File: src/sv/ttcg_pkg.sv
package ttcg_pkg;

  // Field widths of the channels and the configuration port
  localparam int X_W        = 9;
  localparam int Y_W        = 8;
  localparam int COORD_W    = 8;
  localparam int ADDR_W     = 16;
  localparam int CFG_IDX_W  = 3;
  localparam int CFG_DATA_W = 10;
  localparam int RAD_W      = 10;
  localparam int SHIFT_W    = 8;

  // Square root datapath: V = 4*ax^2 + k'*ay^2, root = isqrt(V * 2^30)
  localparam int V_W      = 20;
  localparam int ROOT_W   = 25;
  localparam int SQ_REM_W = 26;

  // Divider datapath: ceil(r*s*2^16 / (4*root))
  localparam int DEN_W      = ROOT_W + 2;
  localparam int NUM_W      = 37;
  localparam int DIV_STEPS  = 20;
  localparam int PROD_W     = 2 * RAD_W;

  // CORDIC datapath, angles in Q16 units of 1/256 turn
  localparam int XY_W         = 27;
  localparam int Z_W          = 24;
  localparam int CORDIC_STEPS = 16;

  // Pipeline stage numbers
  localparam int DIV_SETUP = ROOT_W + 1;
  localparam int Q_STAGE   = DIV_SETUP + DIV_STEPS;
  localparam int ANG_STAGE = CORDIC_STEPS + 1;
  localparam int OUT_STAGE = Q_STAGE + 1;

  // Angle constants in Q16 units of 1/256 turn
  localparam logic signed [XY_W-1:0] ANG_ONE     = XY_W'(65536);
  localparam logic signed [XY_W-1:0] ANG_QUARTER = XY_W'(64 * 65536);
  localparam logic signed [XY_W-1:0] ANG_HALF    = XY_W'(128 * 65536);

  localparam logic signed [Z_W-1:0] ATAN_TABLE [0:CORDIC_STEPS-1] = '{
    24'sd2097152, 24'sd1238021, 24'sd654136, 24'sd332050,
    24'sd166669,  24'sd83416,   24'sd41718,  24'sd20860,
    24'sd10430,   24'sd5215,    24'sd2608,   24'sd1304,
    24'sd652,     24'sd326,     24'sd163,    24'sd81
  };

  // Register indexes of the configuration port
  typedef enum logic [CFG_IDX_W-1:0] {
    CFG_RADIUS   = 3'd0,
    CFG_VIEWER   = 3'd1,
    CFG_ASPECT   = 3'd2,
    CFG_DSHIFT   = 3'd3,
    CFG_ASHIFT   = 3'd4
  } cfg_idx_t;

  // Signs and zero marks of the pixel coordinates
  typedef struct packed {
    logic xn;
    logic yn;
    logic xz;
    logic yz;
  } quad_t;

  // Arithmetic right shift that rounds toward zero
  function automatic logic signed [XY_W-1:0] shr_tz(input logic signed [XY_W-1:0] v,
                                                    input logic [4:0] s);
    logic signed [XY_W-1:0] m;
    m = -v;
    if (v < 0) begin
      return -(m >>> s);
    end
    return v >>> s;
  endfunction

endpackage

File: src/sv/ttcg_div_cell.sv
module ttcg_div_cell (
  input  logic                            clk,
  input  logic                            en,
  input  logic [ttcg_pkg::DEN_W-1:0]      rem_in,
  input  logic [ttcg_pkg::DEN_W-1:0]      den_in,
  input  logic [ttcg_pkg::DIV_STEPS-1:0]  rest_in,
  input  logic [ttcg_pkg::COORD_W-1:0]    q_in,
  output logic [ttcg_pkg::DEN_W-1:0]      rem_out,
  output logic [ttcg_pkg::DEN_W-1:0]      den_out,
  output logic [ttcg_pkg::DIV_STEPS-1:0]  rest_out,
  output logic [ttcg_pkg::COORD_W-1:0]    q_out
);
  import ttcg_pkg::*;

  logic [DEN_W:0] cand;
  logic [DEN_W:0] diff;
  logic           ge;

  // One quotient bit of a restoring division.
  always_comb begin
    cand = {rem_in, rest_in[DIV_STEPS-1]};
    diff = cand - {1'b0, den_in};
    ge   = (cand >= {1'b0, den_in});
  end

  always_ff @(posedge clk) begin
    if (en) begin
      rem_out  <= ge ? diff[DEN_W-1:0] : cand[DEN_W-1:0];
      den_out  <= den_in;
      rest_out <= {rest_in[DIV_STEPS-2:0], 1'b0};
      q_out    <= {q_in[COORD_W-2:0], ge};
    end
  end

endmodule

File: config.mk
export PLATFORM = sky130hd
export DESIGN_NAME = ttcg_div_cell
export DESIGN_NICKNAME = d
export VERILOG_FILES = /design/src/sv/ttcg_pkg.sv /design/src/sv/ttcg_div_cell.sv
export SDC_FILE = /design/constraint.sdc
export NUM_CORES = 1
export LEC_CHECK = 0
export BUFFER_PORTS_ARGS = -buffer_cell sky130_fd_sc_hd__buf_2
export CAP_MARGIN = 40
export CORE_ASPECT_RATIO = 2
export CORE_MARGIN = 4
export CORE_UTILIZATION = 40
export DETAILED_ROUTE_END_ITERATION = 10
export GPL_ROUTABILITY_DRIVEN = 0
export GPL_TIMING_DRIVEN = 1
export PLACE_DENSITY_LB_ADDON = 0.1
export SYNTH_ARGS = -nofsm -noshare
export SYNTH_HDL_FRONTEND = slang
export SYNTH_SLANG_ARGS = --single-unit
File: constraint.sdc
create_clock -name clk -period 3.6 [get_ports clk]
set_input_delay 0.18 -clock clk [delete_from_list [all_inputs] [get_ports clk]]
set_output_delay 0.18 -clock clk [all_outputs]
set_load 0.02 [all_outputs]
=== After elaboration in Yosys (flattened, before gate mapping) ===
Cells that the tools add are included.

* Register bits: 81
* Input bits: 84
* Output and inout port bits: 82
* Word-level logic and storage cells: 7

* Add/subtract/negate cells: 1
* Magnitude comparators: 1
* Mux-type cells: 1

{| class="wikitable"
|+ Operator list
! cell !! number
|-
| 28-bit by 27-bit >= comparator with 1-bit output || 1
|-
| 27-bit 2-to-1 mux || 1
|-
| 27-bit subtractor || 1
|}

=== Logic depth before layout (Yosys ltp) ===
* Depth after elaboration: 2
* Depth in mapped cells: 13
* Gate-level depth less buffers: 12

=== Worst setup path before layout ===
No wires, ideal clock.

* Kind: in2reg
* From: input port rest_in[19] in the netlist's numbering
* To: register rem_out[10] in the netlist's numbering, data pin
* Setup time: 0.260 ns
* Arrival time: 2.537 ns
* Required time: 3.340 ns
* Path slack: 0.803 ns
* Cell stages on the path: 13
* Buffers on the path: 1
* Cells stage by stage: inv_1 > ha_1 > fa_1 > nor2b_1 > o2111ai_2 > a31o_2 > o21ai_2 > o21ai_2 > a21oi_2 > o31ai_4 > inv_4 > buf_6 > mux2_4

* Longest elaborated chain between the ends: 2
* Elaborated cells between the ends (all ways): 3
* Those cells by class: add/sub: 1; order compare: 1; mux: 1

{| class="wikitable"
|+ RTL lines
! what !! RTL line !! RTL
|-
| start, declared || ttcg_div_cell.sv:6 || <nowiki>input logic [ttcg_pkg::DIV_STEPS-1:0] rest_in,</nowiki>
|-
| 27-bit subtractor / 28-bit by 27-bit >= comparator with 1-bit output (equally long branches) || ttcg_div_cell.sv:22, ttcg_div_cell.sv:23 ||
|-
| 27-bit 2-to-1 mux (*) || ttcg_div_cell.sv:28 || <nowiki>rem_out <= ge ? diff[DEN_W-1:0] : cand[DEN_W-1:0];</nowiki>
|-
| end signal, assigned || ttcg_div_cell.sv:28 ||
|-
| end, declared || ttcg_div_cell.sv:8 || <nowiki>output logic [ttcg_pkg::DEN_W-1:0] rem_out,</nowiki>
|}

Every way passes the cells marked *; elsewhere a longest branch is shown, timed or not.
A chain may end at the register's enable or synchronous reset.

=== Final worst setup path ===
* From: input port rest_in[19] in the netlist's numbering
* To: register rem_out[7] in the netlist's numbering, data pin

The elaborated chain is that of the path after synthesis.

==> results.cfg <==
[placed_design]
hpwl_mm = 8.640
place_ws_ps = 293.7
portBuffers = 163
place_inst = 652
placed_cell_area_sq_mm = 0.005430

[cells_and_area]
fin_area_sq_mm = 0.005762
area_growth_pct = 29.03
antenna_cells = 0
layout-drive-gt1-share_pct = 39.39
final_common_cell = buf_2
final_core_util_pct = 52.64
fillers = 1047
layout.nets = 635
fin_cells = 668
layout_common_cells = buf_2, edfxtp_1, inv_1

[cts]
cts_root_buffer = clkbuf_16
cts_resized = 0
cts_buffer_depth = 2
cts_tree = done
cts_sinks = 81
cts.clk_slew.worst_paths_ps = 70
post_cts_buffers = 0
htree_levels = 3
postCtsHoldBufs = 0
numCtsBuffers = 9

[synth]
synth_top_area_share_pct = 54.47
synth_cell_type_count = 53
ys.flop_type = edfxtp_1
async_flop_share_pct = 0
netlist.top_cell.by_area = edfxtp_1
avgSynthCellArea_sq_um = 12.58
synth_top_cells_by_area = edfxtp_1, ha_1, mux2_4
syn_area_sq_mm = 0.004466
synth_cells = 355
ys_warn_count = 0
synth_nets = 467
ys_ff_latch = 81
synth-edff-count = 81
yosysSeqAreaShare_pct = 54.47

[floorplanning]
io_pins = 166
rows = 54
die_h_um = 157.4
die-area_sq_mm = 0.01302
fp.dieW_um = 82.71
initial_core_util_pct = 40.80
core_sq_mm = 0.01095

[setup_path]
cpLargestDelayFamily = compound AO/OA/AOI/OAI gates
cp.arrival_ps = 3010
cpPeakStageDelay_ps = 410
worst_setup_path_end_kind = flip-flop
path_depth = 13
cp_slowest_cell = fa_1
critPathLaunchType = primary input
crit_chain = buf_2 > inv_1 > ha_1 > fa_1 > nor2b_1 > o2111ai_2 > a31o_2 > o21ai_2 > o21ai_2 > a21oi_2 > o31ai_4 > inv_4 > mux2_1
critPathKind = primary input to flip-flop
cp_common_cell = o21ai_2
crit_path_max_fanout = 26
worst-path-buf-inv = 3
required_ps = 3690

[route]
wl_per_cell_um = 16.17
vias = 3349
drtIter0Drc = 160
vias_per_cell = 5.013
drc = 0
firstDrtPassIters = 4
drtAntennaViolNets = 0
wl_mm = 10.80

[sta]
hold_violations = 0
rsz0062_at_grt = false
maxSlewViolCount = 0
setup-violations-final = 0
max-slew-margin-rel_pct = 61.38
tns_ps = 0
worst_pin_slew_ps = 574.3
fin_ws_ps = 679.1
holdWs_ps = 9.894
fmax_mhz = 342.4
fin_crit_ps = 2921
post-route-period-util_pct = 81.14

[pwr]
p_int_mw = 2.096
ir_worst_vdd_mv = 0.2789
clkPwrFrac_pct = 34.8
p_switching_mw = 0.8486
seqPwrFrac_pct = 40.3
switching_share_pct = 28.82
powerDensity_mw_per_mm2 = 511.0
leakagePower_nw = 2.639
power_frac_comb_pct = 24.9
total_power_mw = 2.944

[grt]
grt_pass1_wl_mm = 16.35
grt_util_all_layers_pct = 16.77
grt_overflow_total = 0
antenna_found_initial = 1
grt_pass1_vias = 3417
grt_max_degree = 39

[min_path]
min_to = rest_out[1]
hold_start = rest_in[0]
hold_class = primary input to flip-flop
hold_depth = 1

[flow_run]
cap_violations = 0

[outcome]
status = finished clean
-- power groups by stage --
stage	sequential, mW	combinational, mW	clock, mW
2_1_floorplan	1.35	0.369	0
3_3_place_gp	1.21	0.730	0
3_5_place_dp	1.21	0.742	0
4_1_cts	1.19	0.745	1.05
5_1_grt	1.20	0.803	1.08
6_report	1.19	0.734	1.02
-- metal layers --
metal  vias to the layer above  track usage [%]  routed length (um)
met2                        98            32.92                6349
li1                       1664                -                   -
met4                         2            6.937                 279
met1                      1565            15.58                3563
met3                        20            3.952                 594
met5                         -                0                  13
-- synthesized netlist by cell type (2+ instances only) --
| master | number |
|---|---|
| edfxtp_1 | 81 |
| inv_1 | 32 |
| ha_1 | 27 |
| a21oi_1 | 22 |
| nand2_1 | 20 |
| mux2_4 | 17 |
| nor2_1 | 16 |
| xnor2_1 | 15 |
| a21o_1 | 14 |
| nand3_1 | 8 |
| nor3_1 | 8 |
| o21ai_0 | 7 |
| xor2_1 | 7 |
| mux2_1 | 6 |
| mux2i_1 | 5 |
| nor2b_1 | 5 |
| o21a_1 | 5 |
| clkbuf_1 | 4 |
| nand4_1 | 4 |
| a211oi_1 | 3 |
| a31oi_1 | 3 |
| and3_1 | 3 |
| buf_6 | 3 |
| nand2b_1 | 3 |
| a21oi_2 | 2 |
| and2_1 | 2 |
| nor4_1 | 2 |
| o2111ai_1 | 2 |
| o21ai_2 | 2 |
| o21bai_1 | 2 |
| o41ai_1 | 2 |
| or3_1 | 2 |
-- area by class of cell --
class / count / area (sq um) / share of cell area [%]
clock buffers: 9 / 225.2 / 3.909
clock inverters: 7 / 106.4 / 1.846
multi-input cells: 233 / 1851 / 32.12
well taps: 140 / 175.2 / 3.040
flip-flops and latches: 81 / 2432 / 42.21
repair buffers: 165 / 845.8 / 14.68
inverters: 33 / 126.4 / 2.193
-- cells by family (layout without fill, tap and decap cells) --
family / count (synthesis) / after routing / share of synthesized area (%)
XOR/XNOR: 22 / 22 / 4.315
multiplexers: 28 / 28 / 8.350
AO/OA/AOI/OAI: 76 / 76 / 12.02
other: 1 / 1 / 0.08398
AND/OR/NAND/NOR: 78 / 78 / 8.658
adder cells (fa/ha/maj): 28 / 28 / 8.013
buffers and inverters: 41 / 214 / 4.091
flip-flops: 81 / 81 / 54.47
-- worst max-delay path by stage --
stage	startpoint	slack, ps	end
CTS	rest_in[19]	640	rem_out[7]
floorplan	rest_in[19]	800	rem_out[10]
finish	rest_in[19]	680	rem_out[7]
detailed placement	rest_in[19]	290	rem_out[7]
global placement	rest_in[19]	370	rem_out[3]
global route	rest_in[19]	510	rem_out[7]
-- registers in the layout (all words and copies together) (netlist names) --
signal    flops
q_out         8
rem_out      27
rest_out     19
den_out      27
Note: power is estimated with default switching activity, not from simulation.
