$ cat src/sv/ttcg_pkg.sv
package ttcg_pkg;

  // Field widths of the channels and the configuration port
  localparam int X_W        = 9;
  localparam int Y_W        = 8;
  localparam int COORD_W    = 8;
  localparam int ADDR_W     = 16;
  localparam int CFG_IDX_W  = 3;
  localparam int CFG_DATA_W = 10;
  localparam int RAD_W      = 10;
  localparam int SHIFT_W    = 8;

  // Square root datapath: V = 4*ax^2 + k'*ay^2, root = isqrt(V * 2^30)
  localparam int V_W      = 20;
  localparam int ROOT_W   = 25;
  localparam int SQ_REM_W = 26;

  // Divider datapath: ceil(r*s*2^16 / (4*root))
  localparam int DEN_W      = ROOT_W + 2;
  localparam int NUM_W      = 37;
  localparam int DIV_STEPS  = 20;
  localparam int PROD_W     = 2 * RAD_W;

  // CORDIC datapath, angles in Q16 units of 1/256 turn
  localparam int XY_W         = 27;
  localparam int Z_W          = 24;
  localparam int CORDIC_STEPS = 16;

  // Pipeline stage numbers
  localparam int DIV_SETUP = ROOT_W + 1;
  localparam int Q_STAGE   = DIV_SETUP + DIV_STEPS;
  localparam int ANG_STAGE = CORDIC_STEPS + 1;
  localparam int OUT_STAGE = Q_STAGE + 1;

  // Angle constants in Q16 units of 1/256 turn
  localparam logic signed [XY_W-1:0] ANG_ONE     = XY_W'(65536);
  localparam logic signed [XY_W-1:0] ANG_QUARTER = XY_W'(64 * 65536);
  localparam logic signed [XY_W-1:0] ANG_HALF    = XY_W'(128 * 65536);

  localparam logic signed [Z_W-1:0] ATAN_TABLE [0:CORDIC_STEPS-1] = '{
    24'sd2097152, 24'sd1238021, 24'sd654136, 24'sd332050,
    24'sd166669,  24'sd83416,   24'sd41718,  24'sd20860,
    24'sd10430,   24'sd5215,    24'sd2608,   24'sd1304,
    24'sd652,     24'sd326,     24'sd163,    24'sd81
  };

  // Register indexes of the configuration port
  typedef enum logic [CFG_IDX_W-1:0] {
    CFG_RADIUS   = 3'd0,
    CFG_VIEWER   = 3'd1,
    CFG_ASPECT   = 3'd2,
    CFG_DSHIFT   = 3'd3,
    CFG_ASHIFT   = 3'd4
  } cfg_idx_t;

  // Signs and zero marks of the pixel coordinates
  typedef struct packed {
    logic xn;
    logic yn;
    logic xz;
    logic yz;
  } quad_t;

  // Arithmetic right shift that rounds toward zero
  function automatic logic signed [XY_W-1:0] shr_tz(input logic signed [XY_W-1:0] v,
                                                    input logic [4:0] s);
    logic signed [XY_W-1:0] m;
    m = -v;
    if (v < 0) begin
      return -(m >>> s);
    end
    return v >>> s;
  endfunction

endpackage

$ cat src/sv/ttcg_sqrt_cell.sv
module ttcg_sqrt_cell (
  input  logic                           clk,
  input  logic                           en,
  input  logic [1:0]                     pair,
  input  logic [ttcg_pkg::SQ_REM_W-1:0]  rem_in,
  input  logic [ttcg_pkg::ROOT_W-1:0]    root_in,
  input  logic [ttcg_pkg::V_W-1:0]       v_in,
  output logic [ttcg_pkg::SQ_REM_W-1:0]  rem_out,
  output logic [ttcg_pkg::ROOT_W-1:0]    root_out,
  output logic [ttcg_pkg::V_W-1:0]       v_out
);
  import ttcg_pkg::*;

  logic [SQ_REM_W+1:0] cand;
  logic [SQ_REM_W+1:0] trial;
  logic [SQ_REM_W+1:0] diff;
  logic                ge;

  // One root bit: bring down two radicand bits and try the subtraction.
  always_comb begin
    cand  = {rem_in, pair};
    trial = {1'b0, root_in, 2'b01};
    diff  = cand - trial;
    ge    = (cand >= trial);
  end

  always_ff @(posedge clk) begin
    if (en) begin
      rem_out  <= ge ? diff[SQ_REM_W-1:0] : cand[SQ_REM_W-1:0];
      root_out <= {root_in[ROOT_W-2:0], ge};
      v_out    <= v_in;
    end
  end

endmodule

$ cat config.mk
export PLATFORM = sky130hd
export DESIGN_NAME = ttcg_sqrt_cell
export DESIGN_NICKNAME = d
export VERILOG_FILES = /design/src/sv/ttcg_pkg.sv /design/src/sv/ttcg_sqrt_cell.sv
export SDC_FILE = /design/constraint.sdc
export NUM_CORES = 1
export LEC_CHECK = 0
export ABC_AREA = 0
export ABC_CLOCK_PERIOD_IN_PS = 4790
export BUFFER_PORTS_ARGS = -buffer_cell sky130_fd_sc_hd__buf_4
export CAP_MARGIN = 30
export CORE_MARGIN = 1
export CORE_UTILIZATION = 40
export DETAILED_ROUTE_END_ITERATION = 10
export PLACE_DENSITY = 0.67
export SETUP_SLACK_MARGIN = 0.3
export SLEW_MARGIN = 25
export SYNTH_ARGS = -nofsm -noshare
export SYNTH_HDL_FRONTEND = slang
export SYNTH_SLANG_ARGS = --single-unit
$ cat constraint.sdc
create_clock -name clk -period 4.79 [get_ports clk]
set_input_delay 0.958 -clock clk [delete_from_list [all_inputs] [get_ports clk]]
set_output_delay 0.958 -clock clk [all_outputs]
set_load 0.02 [all_outputs]
# Word-level counts from Yosys, hierarchy flattened
# Cells that the tools add are included.
# classes
add_sub_neg	1
order_cmp	1
n_mux	1
# op_table
operator	count
28-bit by 27-bit >= comparator with 1-bit output	1
26-bit 2-to-1 mux	1
26-bit subtractor	1
# totals
regBits	71
input_bits	75
output_inout_bits	71
word_cells	6

# Depth between registers and ports, before layout
# Gate-level depths: netlist of run 1.
# depth
ltp_word	2
mapped_depth	12
depth_no_buf	11

# Worst setup path before layout of run 1
# OpenSTA, ideal clock, no wires.
# synth_timing
path_kind	in2reg
from	input port root_in[0] in the netlist's numbering
to	register rem_out[19] in the netlist's numbering (data pin)
setup_time_ns	0.260
arrival_time_ns	3.378
t_required_ns	4.530
setup_slack_ns	1.152
path_stages	12
n_path_buf	1
path_cell_list	inv_1 ha_1 nor2b_1 o21ai_0 nand2b_1 a21oi_2 o21ai_1 a211oi_2 a21oi_1 a41oi_4 buf_4 mux2_2
# synth_via
elab_chain_cells	2
word_cells_on_any_way	3
cone_classes	add/sub: 1; order compare: 1; mux: 1
# synth_lines
element	line_no	rtl
start: declaration	ttcg_sqrt_cell.sv:6	input logic [ttcg_pkg::ROOT_W-1:0] root_in,
26-bit subtractor or 28-bit by 27-bit >= comparator with 1-bit output (tied branches)	ttcg_sqrt_cell.sv:23, ttcg_sqrt_cell.sv:24	
26-bit 2-to-1 mux (*)	ttcg_sqrt_cell.sv:29	rem_out <= ge ? diff[SQ_REM_W-1:0] : cand[SQ_REM_W-1:0];
end signal: assignment	ttcg_sqrt_cell.sv:29	
end: declaration	ttcg_sqrt_cell.sv:8	output logic [ttcg_pkg::SQ_REM_W-1:0] rem_out,
# Mark *: on every way between the ends. The rest lies on a longest branch, timed or not.
# A chain may end at the register's enable or synchronous reset.

# Worst setup path after layout of run 1
# layout_timing
from	input port rem_in[0] in the netlist's numbering
to	register rem_out[15] in the netlist's numbering (data pin)
# layout_via
elab_chain_cells	2
word_cells_on_any_way	3
cone_classes	add/sub: 1; order compare: 1; mux: 1
# layout_lines
element	line_no	rtl
start: declaration	ttcg_sqrt_cell.sv:5	input logic [ttcg_pkg::SQ_REM_W-1:0] rem_in,
26-bit subtractor or 28-bit by 27-bit >= comparator with 1-bit output (tied branches)	ttcg_sqrt_cell.sv:23, ttcg_sqrt_cell.sv:24	
26-bit 2-to-1 mux (*)	ttcg_sqrt_cell.sv:29	
# Marked as above.

==> out/metrics.yaml, run 1 <==
outcome: "completed"
async_flop_share_pct: 0
critPathMaxFanout: 10
die_y_um: 101
num_rows: 35
grt_usage_pct: 17.6
root_buffer: "clkbuf_8"
postSynthCellCount: 310
syn_nets: 412
grt_overflow: 0
power_mw: 1.77
ys_ff_latch: 71
area_delta_synth_final_pct: 36.5
cts_tree: "yes"
slew_headroom_pct: 38.5
power_leakage_nw: 2.32
hold_buffers: 0
h-tree-depth: 3
drc: 0
ir_drop_uv: 152
netlist_area_mm2: 0.00390
totalWireLength_mm: 8.71
antenna_cells: 0
ios: 146
synth-edff-count: 71
die_area_mm2: 0.0102
numCtsBuffers: 9
switchingPower_uw: 519
cts_buffer_depth: 2
hold_class: "in2reg"
dp_hpwl_mm: 6.49
core_mm2: 0.00933
ys.flop_type: "edfxtp_1"
clk_pin_slew_ns: 0.08
fin_crit_sh_pct: 78.9
cp.arrival_ns: 3.87
rsz0062_at_grt: "no"
max_freq_ghz: 0.265
vias: 2958
p_seq_share_pct: 44.5
nNetsFinal: 565
yosysSeqAreaShare_pct: 54.7
drt-pass1-iter-count: 4
grt_pass1_wl_mm: 13.9
hold_viol_final: 0
wl_per_cell_um: 14.6
drt-initial-drc-count: 90
tightest_slew_ns: 0.922
p_int_mw: 1.25
combPwrFrac_pct: 28.6
drive_gt1_share_pct: 41.5
port_buffers: 145
period_minus_slack_ns: 3.78
synth_warnings: 0
p_per_area_mw_per_mm2: 332
p_clk_share_pct: 26.9
fp.dieW_um: 101
grt_pass1_vias: 2917
drtAntennaViolNets: 0
avgSynthCellArea_um2: 12.6
worstSetupStartpointType: "input pin"
required_ns: 4.88
worstSetupPathType: "in2reg"
worst_setup_path_end_kind: "register"
swShare_pct: 29.4
drv_cap: 0
finalMaxSlewViolations: 0
antenna_found_initial: 0
finalSetupTns_ns: 0
viasPerCell: 4.95
grt_max_degree: 72
start_util_pct: 41.8
cts_resized: 0
gp_congestion: 0.746
cts_setup_buffers: 0
synth_cell_types: 52
cts_sinks: 71
final-setup-viol-count: 0
-- cell usage in the layout, fill, tap and decap left out, drive strengths merged, types with 2 or more instances in the layout --
master   count
a2111oi      5
a211o        3
a211oi       3
a21o         8
a21oi       23
a31oi        3
a41oi        2
and4         2
buf        147
clkbuf      11
clkinv       3
edfxtp      71
ha          27
inv         33
mux2        23
mux2i        3
nand2       13
nand2b       3
nand3        4
nand4        2
nor2        16
nor2b        4
nor3         6
nor3b        2
o211ai       3
o21a         3
o21ai       11
xnor2       13
xor2         6
-- per-layer routing --
metal / track usage, % / vias up / part of all wire (%)
met5: 0 / - / 0
met4: 5.35 / 0 / 0.91
met3: 4.65 / 6 / 8.0
met2: 28.6 / 114 / 46
met1: 23.0 / 1366 / 46
li1: - / 1472 / -
-- critical path, cell delays in order --
cell and delay [ns]:
buf_4 0.11, ha_1 0.36, nor2b_1 0.15, o21ai_0 0.13
nand2b_1 0.14, a21oi_2 0.24, o21ai_1 0.21, a211oi_2 0.32
a21oi_1 0.14, a41oi_4 0.46, buf_4 0.28, mux2_2 0.35
-- layout make-up --
| class | instances | area (um^2) |
|---|---|---|
| repair buffers | 147 | 1100 |
| flip-flops and latches | 71 | 2130 |
| fillers | 827 | 4000 |
| inverters | 33 | 124 |
| clock inverters | 5 | 58.8 |
| multi-input cells | 201 | 1610 |
| clock buffers | 11 | 131 |
| well taps | 129 | 161 |
-- flip-flops by register name, indices dropped and copies added (netlist names) --
signal,flops
v_out,20
root_out,25
rem_out,26
-- stage by stage --
stage	setup WS [ns]	hold WS [ns]	std cells	area, um^2	utilization, %
6_report	1.01	0.786	597	5330	57.1
4_1_cts	1.04	0.773	597	5330	57.1
3_3_place_gp	0.768	1.14	581	5130	55.1
2_1_floorplan	1.15	1.06	310	3900	-
5_1_grt	0.735	0.769	597	5330	57.1
3_5_place_dp	0.676	1.14	581	5130	55.1
-- logic make-up (layout without fill, tap and decap cells) --
kind of cell | count (synthesis) | in the layout | share of synthesized area, %
AOI/OAI and AO/OA | 72 | 72 | 13.5
xor gates and xnor gates | 19 | 19 | 4.27
adders and majority gates | 27 | 27 | 8.66
buffers and inverters | 38 | 196 | 3.98
DFF | 71 | 71 | 54.7
muxes | 26 | 26 | 7.41
and+or+nand+nor | 57 | 57 | 7.51
-- worst paths after layout --
| path | startpoint | end | slack, ns | cells past startpoint |
|---|---|---|---|---|
| setup / recovery | rem_in[0] | rem_out[15] | 1.01 | 12 |
| hold / removal | v_in[10] | v_out[10] | 0.79 | 1 |
-- cells in the mapped netlist (2+ instances only) --
cell type	number	area share [%]
a2111oi_0	4	0.90
a211o_1	3	0.67
a211oi_1	2	0.38
a21o_1	7	1.3
a21oi_1	22	2.8
a31oi_1	2	0.32
buf_4	3	0.58
edfxtp_1	71	55
ha_1	27	8.7
inv_1	33	3.2
mux2_2	23	6.6
mux2i_1	3	0.77
nand2_1	13	1.3
nand2b_1	3	0.48
nand3_1	4	0.51
nand4_1	2	0.32
nor2_1	16	1.5
nor2b_1	4	0.64
nor3_1	5	0.64
nor3b_1	2	0.38
o211ai_1	2	0.38
o21a_1	3	0.58
o21ai_0	10	1.3
xnor2_1	13	2.9
xor2_1	6	1.3
-- power groups by stage --
stage	sequential (mW)	clock (mW)	combinational (mW)
5_1_grt	0.792	0.509	0.552
4_1_cts	0.787	0.487	0.509
3_5_place_dp	0.800	0	0.506
6_report	0.786	0.476	0.505
2_1_floorplan	0.887	0	0.215
3_3_place_gp	0.800	0	0.500
No activity file was read; power rests on OpenSTA's default activity.
==> run 2: changes to the inputs <==
--- a/config.mk
+++ b/config.mk
@@ -6,7 +6,7 @@
 export NUM_CORES = 1
 export LEC_CHECK = 0
 export ABC_AREA = 0
-export ABC_CLOCK_PERIOD_IN_PS = 4790
+export ABC_CLOCK_PERIOD_IN_PS = 3900
 export BUFFER_PORTS_ARGS = -buffer_cell sky130_fd_sc_hd__buf_4
 export CAP_MARGIN = 30
 export CORE_MARGIN = 1
==> constraint.sdc (replaced) <==
create_clock -name clk -period 3.9 [get_ports clk]
set_input_delay 0.78 -clock clk [delete_from_list [all_inputs] [get_ports clk]]
set_output_delay 0.78 -clock clk [all_outputs]
set_load 0.02 [all_outputs]
==> run 2 against run 1 <==
Effect of this change:
- critical path depth down 1
- total power up 23%
- die area unchanged
- global-route usage down 0.60 points
- sequential power up 23%
- design area up 0.23%
- utilization up 0.13 points
- largest cell class unchanged
- clock power up 24%
- sequential share of layout area down 0.094 points
==> out/metrics.yaml, run 2 (synthesized netlist as in run 1, its figures left out) <==
ir_drop_uv: 196  # +29%
cp_slowest_cell: "a2111oi_0"
design_area_mm2: 0.00534  # +0.23%
antenna_cells: 0  # unchanged
critPathMaxFanout: 5  # -5
reg_top3: "rem_out (26), root_out (25), v_out (20)"
slew_headroom_pct: 39.3  # +0.76 points
multi_input_area_mm2: 0.00161  # unchanged
cts_tree: "yes"
die_area_mm2: 0.0102  # unchanged
worstSetupPathType: "in2reg"
largest_register_ffs: 26  # unchanged
cp_cell_sequence: "buf_4, ha_1, o211ai_1, o211a_1, o221ai_2, a41oi_1, nand2b_1, a21oi_1, a2111oi_0, a2111oi_0, mux2_2"
finalSetupTns_ns: 0  # unchanged
grt_max_degree: 72  # unchanged
drive_gt1_share_pct: 42.0  # +0.55 points
cts_resized: 0  # unchanged
grt_pass1_vias: 2893  # -0.82%
hold_start: "v_in[12]"
ff_latch_area_mm2: 0.00213  # unchanged
crit_buf_inv: 1  # -1
drv_cap: 0  # unchanged
drt-initial-drc-count: 88  # -2.2%
outcome: "completed"
worstSetupStartpointType: "input pin"
dp_hpwl_mm: 6.59  # +1.6%
die_y_um: 101  # unchanged
place_area_mm2: 0.00514  # +0.15%
fin_crit_sh_pct: 85.4
required_ns: 4.11  # -0.77 ns
grt_overflow: 0  # unchanged
num_rows: 35  # unchanged
slowest_delay_ns: 0.63  # +0.17 ns
gp_congestion: 0.753  # +0.91%
fillers: 815  # -1.5%
tightest_slew_ns: 0.911  # -0.0115 ns
numCtsBuffers: 9  # unchanged
hold_class: "in2reg"
start_util_pct: 41.8  # unchanged
power_leakage_nw: 2.33  # +0.30%
cp.arrival_ns: 3.55  # -0.32 ns
grt_pass1_wl_mm: 13.4  # -3.9%
rsz0062_at_grt: "no"
hold_viol_final: 0  # unchanged
viasPerCell: 4.92  # -0.74%
totalWireLength_mm: 8.66  # -0.60%
finalMaxSlewViolations: 0  # unchanged
final_common_cell: "buf_4"
fp.dieW_um: 101  # unchanged
grt_usage_pct: 17.0  # -0.60 points
final_cell_mix: "buf_4 (148), edfxtp_1 (71), inv_1 (33)"
drt-pass1-iter-count: 4  # unchanged
drtAntennaViolNets: 0  # unchanged
worst_path_most_repeated_cell: "a2111oi_0"
startpoint: "rem_in[2]"
cts_buffer_depth: 2  # unchanged
root_buffer: "clkbuf_8"
max_freq_ghz: 0.300
h-tree-depth: 3  # unchanged
regMostFlops: "rem_out"
ios: 146  # unchanged
final-setup-viol-count: 0  # unchanged
port_buffers: 145  # unchanged
vias: 2941  # -0.57%
wl_per_cell_um: 14.5  # -0.76%
antenna_found_initial: 0  # unchanged
nNetsFinal: 566  # +0.18%
area_delta_synth_final_pct: 36.8
clk_pin_slew_ns: 0.08  # about the same
worst_setup_path_end_kind: "register"
core_mm2: 0.00933  # unchanged
cts_setup_buffers: 0  # unchanged
hold_buffers: 0  # unchanged
period_minus_slack_ns: 3.33
critPathTopFamily: "compound AO/OA/AOI/OAI gates"
cts_sinks: 71  # unchanged
p_per_area_mw_per_mm2: 407  # +23%
drc: 0  # unchanged
## run 2: final timing paths
path	to	cells after the start
worst max-delay path	rem_out[19]	11
worst min-delay path	v_out[12]	1
## run 2: cell type report
type,instances,share of cell area [%]
well taps,129,3.02
clock inverters,6,1.27
clock buffers,10,2.39
flip-flops and latches,71,39.9
multi-input cells,201,30.2
repair buffers,148,20.8
inverters,33,2.32
## run 2: metal layers
metal  vias to the layer above  part of all wire [%]  track usage [%]
li1                       1472                     -                -
met1                      1349                    44             21.3
met2                       112                    47             28.2
met3                         8                   8.0             4.23
met4                         0                   1.1             6.69
met5                         -                     0                0
## run 2: where the power goes
group / total, mW / leakage [nW] / switching, mW / internal (mW)
Sequential: 0.964 / 0.695 / 0.0217 / 0.942
Clock: 0.588 / 0.0933 / 0.289 / 0.299
Combinational: 0.623 / 1.54 / 0.328 / 0.294
## run 2: metrics by stage
stage | power, mW | hold slack [ns] | util, % | cells | setup WS, ns
final | 2.17 | 0.609 | 57.2 | 598 | 0.568
after global routing | 2.28 | 0.586 | 57.2 | 598 | 0.450
after CTS | 2.19 | 0.592 | 57.2 | 598 | 0.612
after detailed placement | 1.61 | 0.959 | 55.1 | 582 | 0.251
after global placement | 1.60 | 0.958 | 55.1 | 582 | 0.320
after floorplan | 1.35 | 0.879 | - | 310 | 0.440
